===== src/hdl/ocpu_pkg.sv =====
// Package for the orbit camera pose update unit: item types, command and
// status structs, fixed-point helpers and the microprogram of the sequencer.
// No dependencies; every other file of the unit imports it.
`default_nettype none

package ocpu_pkg;

    // Input and result items.
    typedef struct packed {
        logic               op;
        logic        [15:0] yaw_angle;
        logic        [15:0] pitch_angle;
        logic signed [31:0] pan_x;
        logic signed [31:0] pan_y;
        logic        [31:0] orbit_distance;
        logic signed [31:0] target_x;
        logic signed [31:0] target_y;
        logic signed [31:0] target_z;
    } t_in_item;

    typedef struct packed {
        logic signed [15:0] quat_w;
        logic signed [15:0] quat_x;
        logic signed [15:0] quat_y;
        logic signed [15:0] quat_z;
        logic signed [31:0] pos_x;
        logic signed [31:0] pos_y;
        logic signed [31:0] pos_z;
    } t_out_item;

    // Item operation codes.
    localparam logic OP_UPDATE     = 1'b0;
    localparam logic OP_SET_TARGET = 1'b1;

    // Configuration register indexes.
    typedef enum logic [1:0] {
        REG_OFFSET_X = 2'd0,
        REG_OFFSET_Y = 2'd1,
        REG_OFFSET_Z = 2'd2
    } t_reg_idx;

    // Fixed-point constants.
    localparam logic [30:0] ONE_Q30     = 31'h4000_0000;
    localparam logic [30:0] HALF_PI_Q30 = 31'd1686629713;
    localparam logic [30:0] EIGHTH_TURN = 31'h2000_0000;
    localparam logic [30:0] QUART_TURN  = 31'h4000_0000;

    // Controller states.
    typedef enum logic [1:0] {
        S_IDLE,
        S_TRIG,
        S_POST,
        S_DONE
    } t_state;

    // Multiplier operand selection.
    typedef enum logic [4:0] {
        MUL_NONE,
        MUL_RHP,
        MUL_XX,
        MUL_X2REC,
        MUL_PREC,
        MUL_X2T,
        MUL_XT,
        MUL_PCHC,
        MUL_PSHC,
        MUL_PCHS,
        MUL_PSHS,
        MUL_SYSP,
        MUL_CYSP,
        MUL_SYCP,
        MUL_CYCP,
        MUL_CYPX,
        MUL_UP0PY,
        MUL_FW0D,
        MUL_CPPY,
        MUL_SPD,
        MUL_SYPX,
        MUL_UP2PY,
        MUL_FW2D
    } t_mul;

    // Write-back operations on the registered product.
    typedef enum logic [4:0] {
        WB_NONE,
        WB_LOAD,
        WB_X,
        WB_X2,
        WB_DIV,
        WB_S0,
        WB_C0,
        WB_FIN,
        WB_QPOS,
        WB_QNEG,
        WB_UP0,
        WB_UP2,
        WB_FW0,
        WB_FW2,
        WB_F_ADD,
        WB_F_SUB,
        WB_F_FIN,
        WB_F_ONE,
        WB_POS
    } t_wb;

    // Series divisors.
    typedef enum logic [2:0] {
        DIV_72,
        DIV_42,
        DIV_20,
        DIV_6,
        DIV_90,
        DIV_56,
        DIV_30,
        DIV_12
    } t_div;

    // One microinstruction: a multiply and a write-back of the previous product.
    typedef struct packed {
        t_mul       mul;
        t_wb        wb;
        t_div       div;
        logic [1:0] axis;
    } t_uop;

    // Command from the controller to the datapath.
    typedef struct packed {
        t_mul       mul;
        t_wb        wb;
        t_div       div;
        logic [1:0] axis;
        logic [1:0] slot;
        logic       latch;
        logic       set_tgt;
        logic       load_out;
    } t_cmd;

    // Status toward the controller.
    typedef struct packed {
        logic in_valid;
        logic in_op;
        logic out_free;
    } t_sts;

    localparam logic [4:0] TRIG_LAST = 5'd31;
    localparam logic [4:0] POST_LAST = 5'd16;

    function automatic t_uop mk(input t_mul m, input t_wb w, input t_div d,
                                input logic [1:0] a);
        t_uop u;
        u.mul  = m;
        u.wb   = w;
        u.div  = d;
        u.axis = a;
        return u;
    endfunction

    // Divisor and its reciprocal floor(2^32 / d).
    function automatic logic [6:0] div_den(input t_div d);
        logic [6:0] r;
        case (d)
            DIV_72:  r = 7'd72;
            DIV_42:  r = 7'd42;
            DIV_20:  r = 7'd20;
            DIV_6:   r = 7'd6;
            DIV_90:  r = 7'd90;
            DIV_56:  r = 7'd56;
            DIV_30:  r = 7'd30;
            default: r = 7'd12;
        endcase
        return r;
    endfunction

    function automatic logic [29:0] div_rcp(input t_div d);
        logic [29:0] r;
        case (d)
            DIV_72:  r = 30'd59652323;
            DIV_42:  r = 30'd102261126;
            DIV_20:  r = 30'd214748364;
            DIV_6:   r = 30'd715827882;
            DIV_90:  r = 30'd47721858;
            DIV_56:  r = 30'd76695844;
            DIV_30:  r = 30'd143165576;
            default: r = 30'd357913941;
        endcase
        return r;
    endfunction

    // Sine and cosine of one angle: fold, scale, square, then two Horner series.
    function automatic t_uop trig_uop(input logic [4:0] pc);
        t_uop u;
        case (pc)
            5'd0:    u = mk(MUL_NONE,  WB_LOAD, DIV_72, 2'd0);
            5'd1:    u = mk(MUL_RHP,   WB_NONE, DIV_72, 2'd0);
            5'd2:    u = mk(MUL_NONE,  WB_X,    DIV_72, 2'd0);
            5'd3:    u = mk(MUL_XX,    WB_NONE, DIV_72, 2'd0);
            5'd4:    u = mk(MUL_NONE,  WB_X2,   DIV_72, 2'd0);
            5'd5:    u = mk(MUL_X2REC, WB_NONE, DIV_72, 2'd0);
            5'd6:    u = mk(MUL_NONE,  WB_DIV,  DIV_72, 2'd0);
            5'd7:    u = mk(MUL_X2T,   WB_NONE, DIV_42, 2'd0);
            5'd8:    u = mk(MUL_PREC,  WB_NONE, DIV_42, 2'd0);
            5'd9:    u = mk(MUL_NONE,  WB_DIV,  DIV_42, 2'd0);
            5'd10:   u = mk(MUL_X2T,   WB_NONE, DIV_20, 2'd0);
            5'd11:   u = mk(MUL_PREC,  WB_NONE, DIV_20, 2'd0);
            5'd12:   u = mk(MUL_NONE,  WB_DIV,  DIV_20, 2'd0);
            5'd13:   u = mk(MUL_X2T,   WB_NONE, DIV_6,  2'd0);
            5'd14:   u = mk(MUL_PREC,  WB_NONE, DIV_6,  2'd0);
            5'd15:   u = mk(MUL_NONE,  WB_DIV,  DIV_6,  2'd0);
            5'd16:   u = mk(MUL_XT,    WB_NONE, DIV_90, 2'd0);
            5'd17:   u = mk(MUL_NONE,  WB_S0,   DIV_90, 2'd0);
            5'd18:   u = mk(MUL_X2REC, WB_NONE, DIV_90, 2'd0);
            5'd19:   u = mk(MUL_NONE,  WB_DIV,  DIV_90, 2'd0);
            5'd20:   u = mk(MUL_X2T,   WB_NONE, DIV_56, 2'd0);
            5'd21:   u = mk(MUL_PREC,  WB_NONE, DIV_56, 2'd0);
            5'd22:   u = mk(MUL_NONE,  WB_DIV,  DIV_56, 2'd0);
            5'd23:   u = mk(MUL_X2T,   WB_NONE, DIV_30, 2'd0);
            5'd24:   u = mk(MUL_PREC,  WB_NONE, DIV_30, 2'd0);
            5'd25:   u = mk(MUL_NONE,  WB_DIV,  DIV_30, 2'd0);
            5'd26:   u = mk(MUL_X2T,   WB_NONE, DIV_12, 2'd0);
            5'd27:   u = mk(MUL_PREC,  WB_NONE, DIV_12, 2'd0);
            5'd28:   u = mk(MUL_NONE,  WB_DIV,  DIV_12, 2'd0);
            5'd29:   u = mk(MUL_X2T,   WB_NONE, DIV_12, 2'd0);
            5'd30:   u = mk(MUL_NONE,  WB_C0,   DIV_12, 2'd0);
            default: u = mk(MUL_NONE,  WB_FIN,  DIV_12, 2'd0);
        endcase
        return u;
    endfunction

    // Quaternion, axes, focal point and position; multiply overlaps write-back.
    function automatic t_uop post_uop(input logic [4:0] pc);
        t_uop u;
        case (pc)
            5'd0:    u = mk(MUL_PCHC,  WB_NONE,  DIV_72, 2'd0);
            5'd1:    u = mk(MUL_PSHC,  WB_QPOS,  DIV_72, 2'd0);
            5'd2:    u = mk(MUL_PCHS,  WB_QNEG,  DIV_72, 2'd1);
            5'd3:    u = mk(MUL_PSHS,  WB_QPOS,  DIV_72, 2'd2);
            5'd4:    u = mk(MUL_SYSP,  WB_QPOS,  DIV_72, 2'd3);
            5'd5:    u = mk(MUL_CYSP,  WB_UP0,   DIV_72, 2'd0);
            5'd6:    u = mk(MUL_SYCP,  WB_UP2,   DIV_72, 2'd0);
            5'd7:    u = mk(MUL_CYCP,  WB_FW0,   DIV_72, 2'd0);
            5'd8:    u = mk(MUL_CYPX,  WB_FW2,   DIV_72, 2'd0);
            5'd9:    u = mk(MUL_UP0PY, WB_F_ADD, DIV_72, 2'd0);
            5'd10:   u = mk(MUL_FW0D,  WB_F_FIN, DIV_72, 2'd0);
            5'd11:   u = mk(MUL_CPPY,  WB_POS,   DIV_72, 2'd0);
            5'd12:   u = mk(MUL_SPD,   WB_F_ONE, DIV_72, 2'd1);
            5'd13:   u = mk(MUL_SYPX,  WB_POS,   DIV_72, 2'd1);
            5'd14:   u = mk(MUL_UP2PY, WB_F_SUB, DIV_72, 2'd2);
            5'd15:   u = mk(MUL_FW2D,  WB_F_FIN, DIV_72, 2'd2);
            default: u = mk(MUL_NONE,  WB_POS,   DIV_72, 2'd2);
        endcase
        return u;
    endfunction

    // Shift right by 30, rounding half away from zero.
    function automatic logic signed [35:0] rnd30(input logic signed [65:0] v);
        logic        [65:0] m;
        logic        [65:0] s;
        logic signed [35:0] a;
        m = v[65] ? 66'(-v) : 66'(v);
        s = (m + (66'(1) << 29)) >> 30;
        a = $signed(s[35:0]);
        return v[65] ? -a : a;
    endfunction

    // Q2.30 to Q1.14, rounding half away from zero.
    function automatic logic signed [15:0] rnd16(input logic signed [37:0] v);
        logic        [37:0] m;
        logic        [37:0] s;
        logic signed [15:0] a;
        m = v[37] ? 38'(-v) : 38'(v);
        s = (m + (38'(1) << 15)) >> 16;
        a = $signed(s[15:0]);
        return v[37] ? -a : a;
    endfunction

    // Saturate to the signed 32-bit range.
    function automatic logic signed [31:0] sat32(input logic signed [37:0] v);
        logic signed [31:0] r;
        if (v > 38'sd2147483647) begin
            r = 32'sh7fff_ffff;
        end else if (v < -38'sd2147483648) begin
            r = 32'sh8000_0000;
        end else begin
            r = $signed(v[31:0]);
        end
        return r;
    endfunction

endpackage

`default_nettype wire


===== src/hdl/ocpu_ctrl.sv =====
// Sequencer of the orbit camera pose update unit: walks the microprogram
// for four sine/cosine passes and the pose pass. Depends on ocpu_pkg.
`default_nettype none

module ocpu_ctrl import ocpu_pkg::*; (
    input  wire logic i_clk,
    input  wire logic i_rst_n,
    input  wire t_sts i_sts,
    output logic      o_in_ready,
    output t_cmd      o_cmd
);

    t_state     r_state, n_state;
    logic [4:0] r_pc, n_pc;
    logic [1:0] r_k, n_k;
    t_uop       w_uop;

    // State, program counter and angle pass counter.
    always_ff @(posedge i_clk) begin
        if (!i_rst_n) begin
            r_state <= S_IDLE;
            r_pc    <= '0;
            r_k     <= '0;
        end else begin
            r_state <= n_state;
            r_pc    <= n_pc;
            r_k     <= n_k;
        end
    end

    // Next state and command.
    always_comb begin
        n_state        = r_state;
        n_pc           = r_pc;
        n_k            = r_k;
        o_in_ready     = (r_state == S_IDLE);
        w_uop          = trig_uop(r_pc);
        o_cmd.mul      = MUL_NONE;
        o_cmd.wb       = WB_NONE;
        o_cmd.div      = DIV_72;
        o_cmd.axis     = 2'd0;
        o_cmd.slot     = r_k;
        o_cmd.latch    = 1'b0;
        o_cmd.set_tgt  = 1'b0;
        o_cmd.load_out = 1'b0;
        unique case (r_state)
            S_IDLE: begin
                if (i_sts.in_valid) begin
                    if (i_sts.in_op == OP_SET_TARGET) begin
                        o_cmd.set_tgt = 1'b1;
                    end else begin
                        o_cmd.latch = 1'b1;
                        n_state     = S_TRIG;
                        n_pc        = '0;
                        n_k         = '0;
                    end
                end
            end
            S_TRIG: begin
                o_cmd.mul  = w_uop.mul;
                o_cmd.wb   = w_uop.wb;
                o_cmd.div  = w_uop.div;
                o_cmd.axis = w_uop.axis;
                if (r_pc == TRIG_LAST) begin
                    n_pc = '0;
                    if (r_k == 2'd3) begin
                        n_state = S_POST;
                    end else begin
                        n_k = r_k + 2'd1;
                    end
                end else begin
                    n_pc = r_pc + 5'd1;
                end
            end
            S_POST: begin
                w_uop      = post_uop(r_pc);
                o_cmd.mul  = w_uop.mul;
                o_cmd.wb   = w_uop.wb;
                o_cmd.div  = w_uop.div;
                o_cmd.axis = w_uop.axis;
                if (r_pc == POST_LAST) begin
                    n_state = S_DONE;
                    n_pc    = '0;
                end else begin
                    n_pc = r_pc + 5'd1;
                end
            end
            S_DONE: begin
                if (i_sts.out_free) begin
                    o_cmd.load_out = 1'b1;
                    n_state        = S_IDLE;
                end
            end
            default: begin
                n_state = S_IDLE;
            end
        endcase
    end

    // The result register is loaded only when it is free.
    a_load_free: assert property (@(posedge i_clk) disable iff (!i_rst_n)
        o_cmd.load_out |-> i_sts.out_free)
        else $error("result loaded while output register is occupied");

    // An accepted update item starts the first angle pass at its first step.
    a_start: assert property (@(posedge i_clk) disable iff (!i_rst_n)
        (r_state == S_IDLE && i_sts.in_valid && i_sts.in_op == OP_UPDATE)
        |=> (r_state == S_TRIG && r_pc == 5'd0 && r_k == 2'd0))
        else $error("update item did not start the angle passes");

    // After the fourth angle pass the pose pass follows.
    a_trig_end: assert property (@(posedge i_clk) disable iff (!i_rst_n)
        (r_state == S_TRIG && r_pc == TRIG_LAST && r_k == 2'd3)
        |=> (r_state == S_POST && r_pc == 5'd0))
        else $error("pose pass did not follow the angle passes");

    // The pose pass ends in the done state.
    a_post_end: assert property (@(posedge i_clk) disable iff (!i_rst_n)
        (r_state == S_POST && r_pc == POST_LAST) |=> (r_state == S_DONE))
        else $error("pose pass did not finish");

endmodule

`default_nettype wire


===== config.mk =====
export PLATFORM = sky130hd
export DESIGN_NAME = ocpu_ctrl
export DESIGN_NICKNAME = d
export VERILOG_FILES = /design/src/hdl/ocpu_pkg.sv /design/src/hdl/ocpu_ctrl.sv
export SDC_FILE = /design/constraint.sdc
export NUM_CORES = 1
export LEC_CHECK = 0
export BUFFER_PORTS_ARGS = -buffer_cell sky130_fd_sc_hd__buf_2
export CAP_MARGIN = 20
export CORE_MARGIN = 2
export CORE_UTILIZATION = 24
export CTS_CLUSTER_DIAMETER = 100
export CTS_CLUSTER_SIZE = 24
export DETAILED_ROUTE_END_ITERATION = 8
export PLACE_DENSITY_LB_ADDON = 0.1
export SYNTH_ARGS = -nofsm -noshare
export SYNTH_HDL_FRONTEND = slang
export SYNTH_SLANG_ARGS = --single-unit

===== constraint.sdc =====
create_clock -name i_clk -period 2.5 [get_ports i_clk]
set_clock_uncertainty 0.2 [all_clocks]
set_input_delay 0.5 -clock i_clk [delete_from_list [all_inputs] [get_ports i_clk]]
set_output_delay 0.5 -clock i_clk [all_outputs]
set_load 0.05 [all_outputs]

# == After elaboration in Yosys (flattened, before gate mapping) ==
# Memories as Yosys holds them, arrays and structs flattened. A register that Yosys moved wholly into a read port is not among the register bits.
# Cells that the tools add are included.
# word_totals
register_bits,9
latch_bits,0
ramBits,0
mem_bits_ro,480
inputBits,5
out_inout_bits,21
wordCells,55
memories,2
# op_classes
n_addsub,2
n_mul,0
div_mod_pow,0
order_cmp,0
eq_ne,13
n_shift,0
mux,29
n_bitwise,0
n_reduce_logical,6
# memory_table
memory,words,width,rd,rd_clocked_by_memory_dff,wr,line_no,rtl
(name not given),32,9,1,1,0,ocpu_pkg.sv:192,case (pc)
(name not given),16,12,1,1,0,ocpu_pkg.sv:232,case (pc)
# op_table
cell,n
2-to-1 mux 5 bit,6
one-hot mux 15 bit (2 select lines),1
2-to-1 mux 2 bit,12
2-to-1 mux 15 bit,1
one-hot mux 5 bit (3 select lines),1
"!= test 2 bit, second input constant",7
"equality test 5 bit, second input constant",2
2-to-1 mux 4 bit,2
one-hot mux 2 bit (4 select lines),1
"equality test 2 bit, second input constant",3
AND reduction 6 bit,1
"adder 5 x 1 -> 5 bit, second input constant",1
AND reduction 5 bit,1
2-to-1 mux 1 bit,4
one-hot mux 2 bit (2 select lines),1
AND reduction 3 bit,1
nonzero test 3 bit,1
"adder 2 x 1 -> 2 bit, second input constant",1
"equality test 2 x 1 -> 1 bit, second input constant",1
zero test 2 bit,1
nonzero test 2 bit,1

# == Longest topological paths before layout ==
# depth
ltp_word,5
depth_mapped,13
mapped_depth_nobuf,13

# == Worst setup path before layout ==
# Ideal clock, no wire load.
# synth_timing
kind,register to register
startpoint,reg r_state[0]
endpoint,reg (tool-made name)
arrival_ns,2.626
required_ns,2.208
path_slack_ns,-0.419
path_stages_with_launch,12
period_less_slack_ns,2.919
path_cell_list,dfxtp_1 > inv_1 > ha_1 > buf_2 > a21oi_1 > nand2_1 > o21ai_1 > nand2_1 > ha_1 > inv_1 > a21oi_1 > o32ai_1
# synth_rtl
item,line_no,rtl
"start, declared",ocpu_ctrl.sv:13,"t_state r_state, n_state;"
"start signal, assigned",ocpu_ctrl.sv:25,r_state <= n_state;

==> parameters.txt <==
Parameter                              Value

Status
  Status ... complete, but fails checks
  Violated checks ... negative setup slack

Clocking
  Clock tree buffer depth ... 2
  Clk sink count ... 30
  H-tree levels ... 2
  TritonCTS buffer count ... 5
  Skew-Pair Late Insertion Delay ... ~280 ps
  Cell chosen for the clock root ... clkbuf_8
  Clock Pin Slew Worst Setup and Hold Paths ... around 70 ps
  Hold_buf cts ... 0
  TritonCTS clock tree ... built

Logic synthesis
  Count of flip-flops with a built-in enable after synthesis ... 0
  Proportion of register bits with asynchronous set or reset after synthesis ... 0%
  Number of nets in the synthesized netlist ... ~240
  Count of distinct cell types in the synthesized netlist ... 53
  Sequential area share after synthesis ... around a third
  Summed instance area of the synthesized netlist ... 1870 um^2
  Average size of a mapped cell ... 8.23 um^2
  Number of cells produced by synthesis ... 227
  Number of warnings issued by yosys ... 0
  Register bit count reported by yosys ... 30
  Prevailing post-synth register cell ... dfxtp_1

Worst hold path
  Hold Crit Start ... r_k[1]
  Worst hold stages ... 2
  End point of the most critical hold path ... r_k[1]
  Path type of the worst min-delay path ... reg2reg

Power and ir drop
  Peak ir drop on the vdd network ... just under 200 uV
  Power Dens Cells ... ~660 nW/um^2
  Static leakage power ... roughly 1.4 nW

Place
  Number of buffer cells added on primary ports ... 25
  Post-DP HPWL ... approximately 4400 um
  Weighted congestion reported at the end of routability-driven placement ... ~0.87

Critical path
  Cell chain of the critical path ... buf_6 > inv_1 > ha_2 > and4bb_4 > o21ai_2 > buf_6 > a21o_1 > a22o_4 > o31a_1 > o21a_1 > a221oi_2
  Register-to-Register Setup Slack ... -70 ps
  Worst setup EP type ... register
  Startpoint kind of the worst setup timing path ... register
  Worst r2r src ... r_pc[0]
  Cell repeated most along the worst path ... buf_6
  Maximum net fanout on the critical path ... 11
  Biggest cell delay along the critical path ... ~340 ps
  Depth of the worst register-to-register path ... 11
  Data arrival time of the critical path ... 2560 ps
  Critical path start-end classification ... reg2reg
  Crit. Startpoint ... r_pc[0]
  Standard cell with the maximum stage delay on the critical path ... dfxtp_2
  Endpoint required time on the critical path ... 2500 ps

STA
  Final sum of negative setup slack ... -200 ps
  Worst slew slack as a fraction of its limit ... 74.9%
  Post-route clock period utilization ... 103%
  Transition time of the tightest slew-check pin ... 372 ps
  Post-Route Hold Slack ... around 290 ps
  Final hold violation count ... 0
  Setup repair after global routing missed its margin ... yes
  Final critical-path setup slack ... -69.4 ps
  Number of pins with negative max-slew slack in the final report ... 0
  Achievable frequency ... just under 400 MHz
  Period minus WS final ... between 2000 and 3000 ps
  Final setup violating endpoints ... 7

Cells and area
  P&R area growth vs syn ... 65.1%
  Fin nets ... between 300 and 400
  Number of diodes added for antenna fixing ... 0
  Layout cell share with drive strength beyond 1 ... a little over half

Global routing
  Global-route wire length before repair ... slightly below 10000 um
  Largest net degree at the start of global routing ... 12
  Grt ovf ... 0
  Number of global-route vias before repair ... 1954
  Initial antenna violation count ... 0
  Combined global-route utilization of all metal layers ... between 10% and 20%

Route
  Average via count per standard cell ... ~4.7
  Remaining routing DRC violations ... 0
  Routed WL ... between 6000 and 7000 um
  Total number of vias ... between 1500 and 2000
  Starting DRT DRC Count ... 73
  Length of the first detailed-routing pass in iterations ... 4
  Count of nets left with antenna violations after detail routing ... 0
  Routed wire length per instance ... about 14 um

Floorplan
  Row Count ... 32
  Core Box Area ... 7650 um^2
  Initial standard-cell utilization of the core ... between 20 and 25%
  Top-Level Pins ... 26
  Area enclosed by the die boundary ... 8510 um^2
  Height of the chip ... just over 90 um
  Die span in x ... slightly above 90 um

Flow run
  Number of maximum-capacitance violations ... 0
==> Yosys cell counts, drive strengths merged (3+ instances only) <==
cell / count / area share [%]
dfxtp: 30 / 32
nand2: 19 / 4.2
nor2: 19 / 3.8
o21ai: 19 / 5.5
a21oi: 18 / 4.8
inv: 18 / 3.6
and2: 12 / 4.1
ha: 12 / 8.0
a22o: 6 / 2.8
buf: 6 / 2.5
nand3: 6 / 1.6
a211oi: 5 / 2.3
clkbuf: 5 / 2.1
nand2b: 4 / 1.7
o21a: 4 / 1.6
a22oi: 3 / 1.5
and3: 3 / 1.0
mux2i: 3 / 1.6
nor2b: 3 / 1.0
==> through the flow <==
| stage | setup slack, ps | cell area (um^2) | util (%) | cells | power (mW) |
|---|---|---|---|---|---|
| 6_report | -69.4 | 3090 | 40.3 | 422 | 2.03 |
| 5_1_grt | -155 | 3090 | 40.3 | 422 | 2.14 |
| 4_1_cts | -122 | 2910 | 38.0 | 414 | 1.99 |
| 3_5_place_dp | -173 | 2500 | 32.8 | 395 | 1.35 |
| 3_3_place_gp | -100 | 2500 | 32.8 | 395 | 1.35 |
| 2_1_floorplan | 5.90 | 1950 | - | 227 | 1.12 |
==> how the worst max path moves through the flow <==
| stage | end | slack, ps | cells past startpoint |
|---|---|---|---|
| 2_1_floorplan | register | 6 | 10 |
| 3_3_place_gp | register | -100 | 11 |
| 3_5_place_dp | register | -170 | 13 |
| 4_1_cts | register | -120 | 11 |
| 5_1_grt | register | -160 | 12 |
| 6_report | register | -70 | 11 |
==> kinds of logic (layout without fill, tap and decap cells) <==
| group | Yosys count | after routing | share of synthesized area [%] |
|---|---|---|---|
| AO/OA/AOI/OAI | 75 | 75 | 27.6 |
| adder cells (fa/ha/maj) | 12 | 12 | 8.03 |
| buffers and inverters | 29 | 122 | 8.23 |
| flip-flops | 30 | 30 | 32.1 |
| multiplexers | 3 | 3 | 1.61 |
| AND/OR/NAND/NOR | 78 | 78 | 22.4 |
==> final cells by class <==
class | instances | area (um^2)
clock buffer | 6 | 82.6
fill | 792 | 4560
multi-input combinational | 168 | 1380
timing repair buffer | 97 | 782
sequential | 30 | 611
tap | 102 | 128
clock inverter | 1 | 30.0
inverter | 18 | 76.3
==> timing repair <==
| item | in CTS | in global routing |
|---|---|---|
| gates resized for setup | 55 | 37 |
| setup buffers | 11 | 8 |
| cloned | 1 | 0 |
| pin swaps | 12 | 23 |
| setup endpoints to repair | 27 | 26 |
==> placed cells by master (no fill, tap or decap), drive strengths merged, types with 2 or more instances in the layout <==
cell type	instances
dfxtp	30
ha	12
nand2b	4
o31ai	2
nor2b	3
nor3	2
inv	17
a221oi	2
nand3	6
o22ai	2
nand3b	2
o21a	4
a22o	6
a21oi	18
a211oi	5
nand2	19
o31a	2
a31o	2
nor2	19
clkbuf	6
buf	97
o21bai	2
nand4	2
and2	12
o21ai	19
and3	3
nor4	2
a22oi	3
a21o	2
mux2i	3
==> where the power goes <==
group          switching, mW  internal [mW]  total, mW
logic                  0.538          0.429      0.968
clock network          0.193          0.319      0.512
registers             0.0256          0.522      0.548
total                  0.757           1.27       2.03
==> worst max-delay path, delay by kind of cell, from the launching register on <==
family | cells | cell delay (ps)
AOI/OAI and AO/OA | 6 | 1160
adders and majority gates | 1 | 170
buffers and inverters | 3 | 340
DFF | 1 | 340
and+or+nand+nor | 1 | 250
==> metal layers <==
layer | global-route usage [%] | vias up | wire length, um
met4 | 3.98 | 0 | 50
li1 | - | 988 | -
met3 | 2.63 | 5 | 167
met5 | 0 | - | 0
met1 | 20.6 | 951 | 3090
met2 | 23.1 | 31 | 2800
No activity file was read; power rests on OpenSTA's default activity.
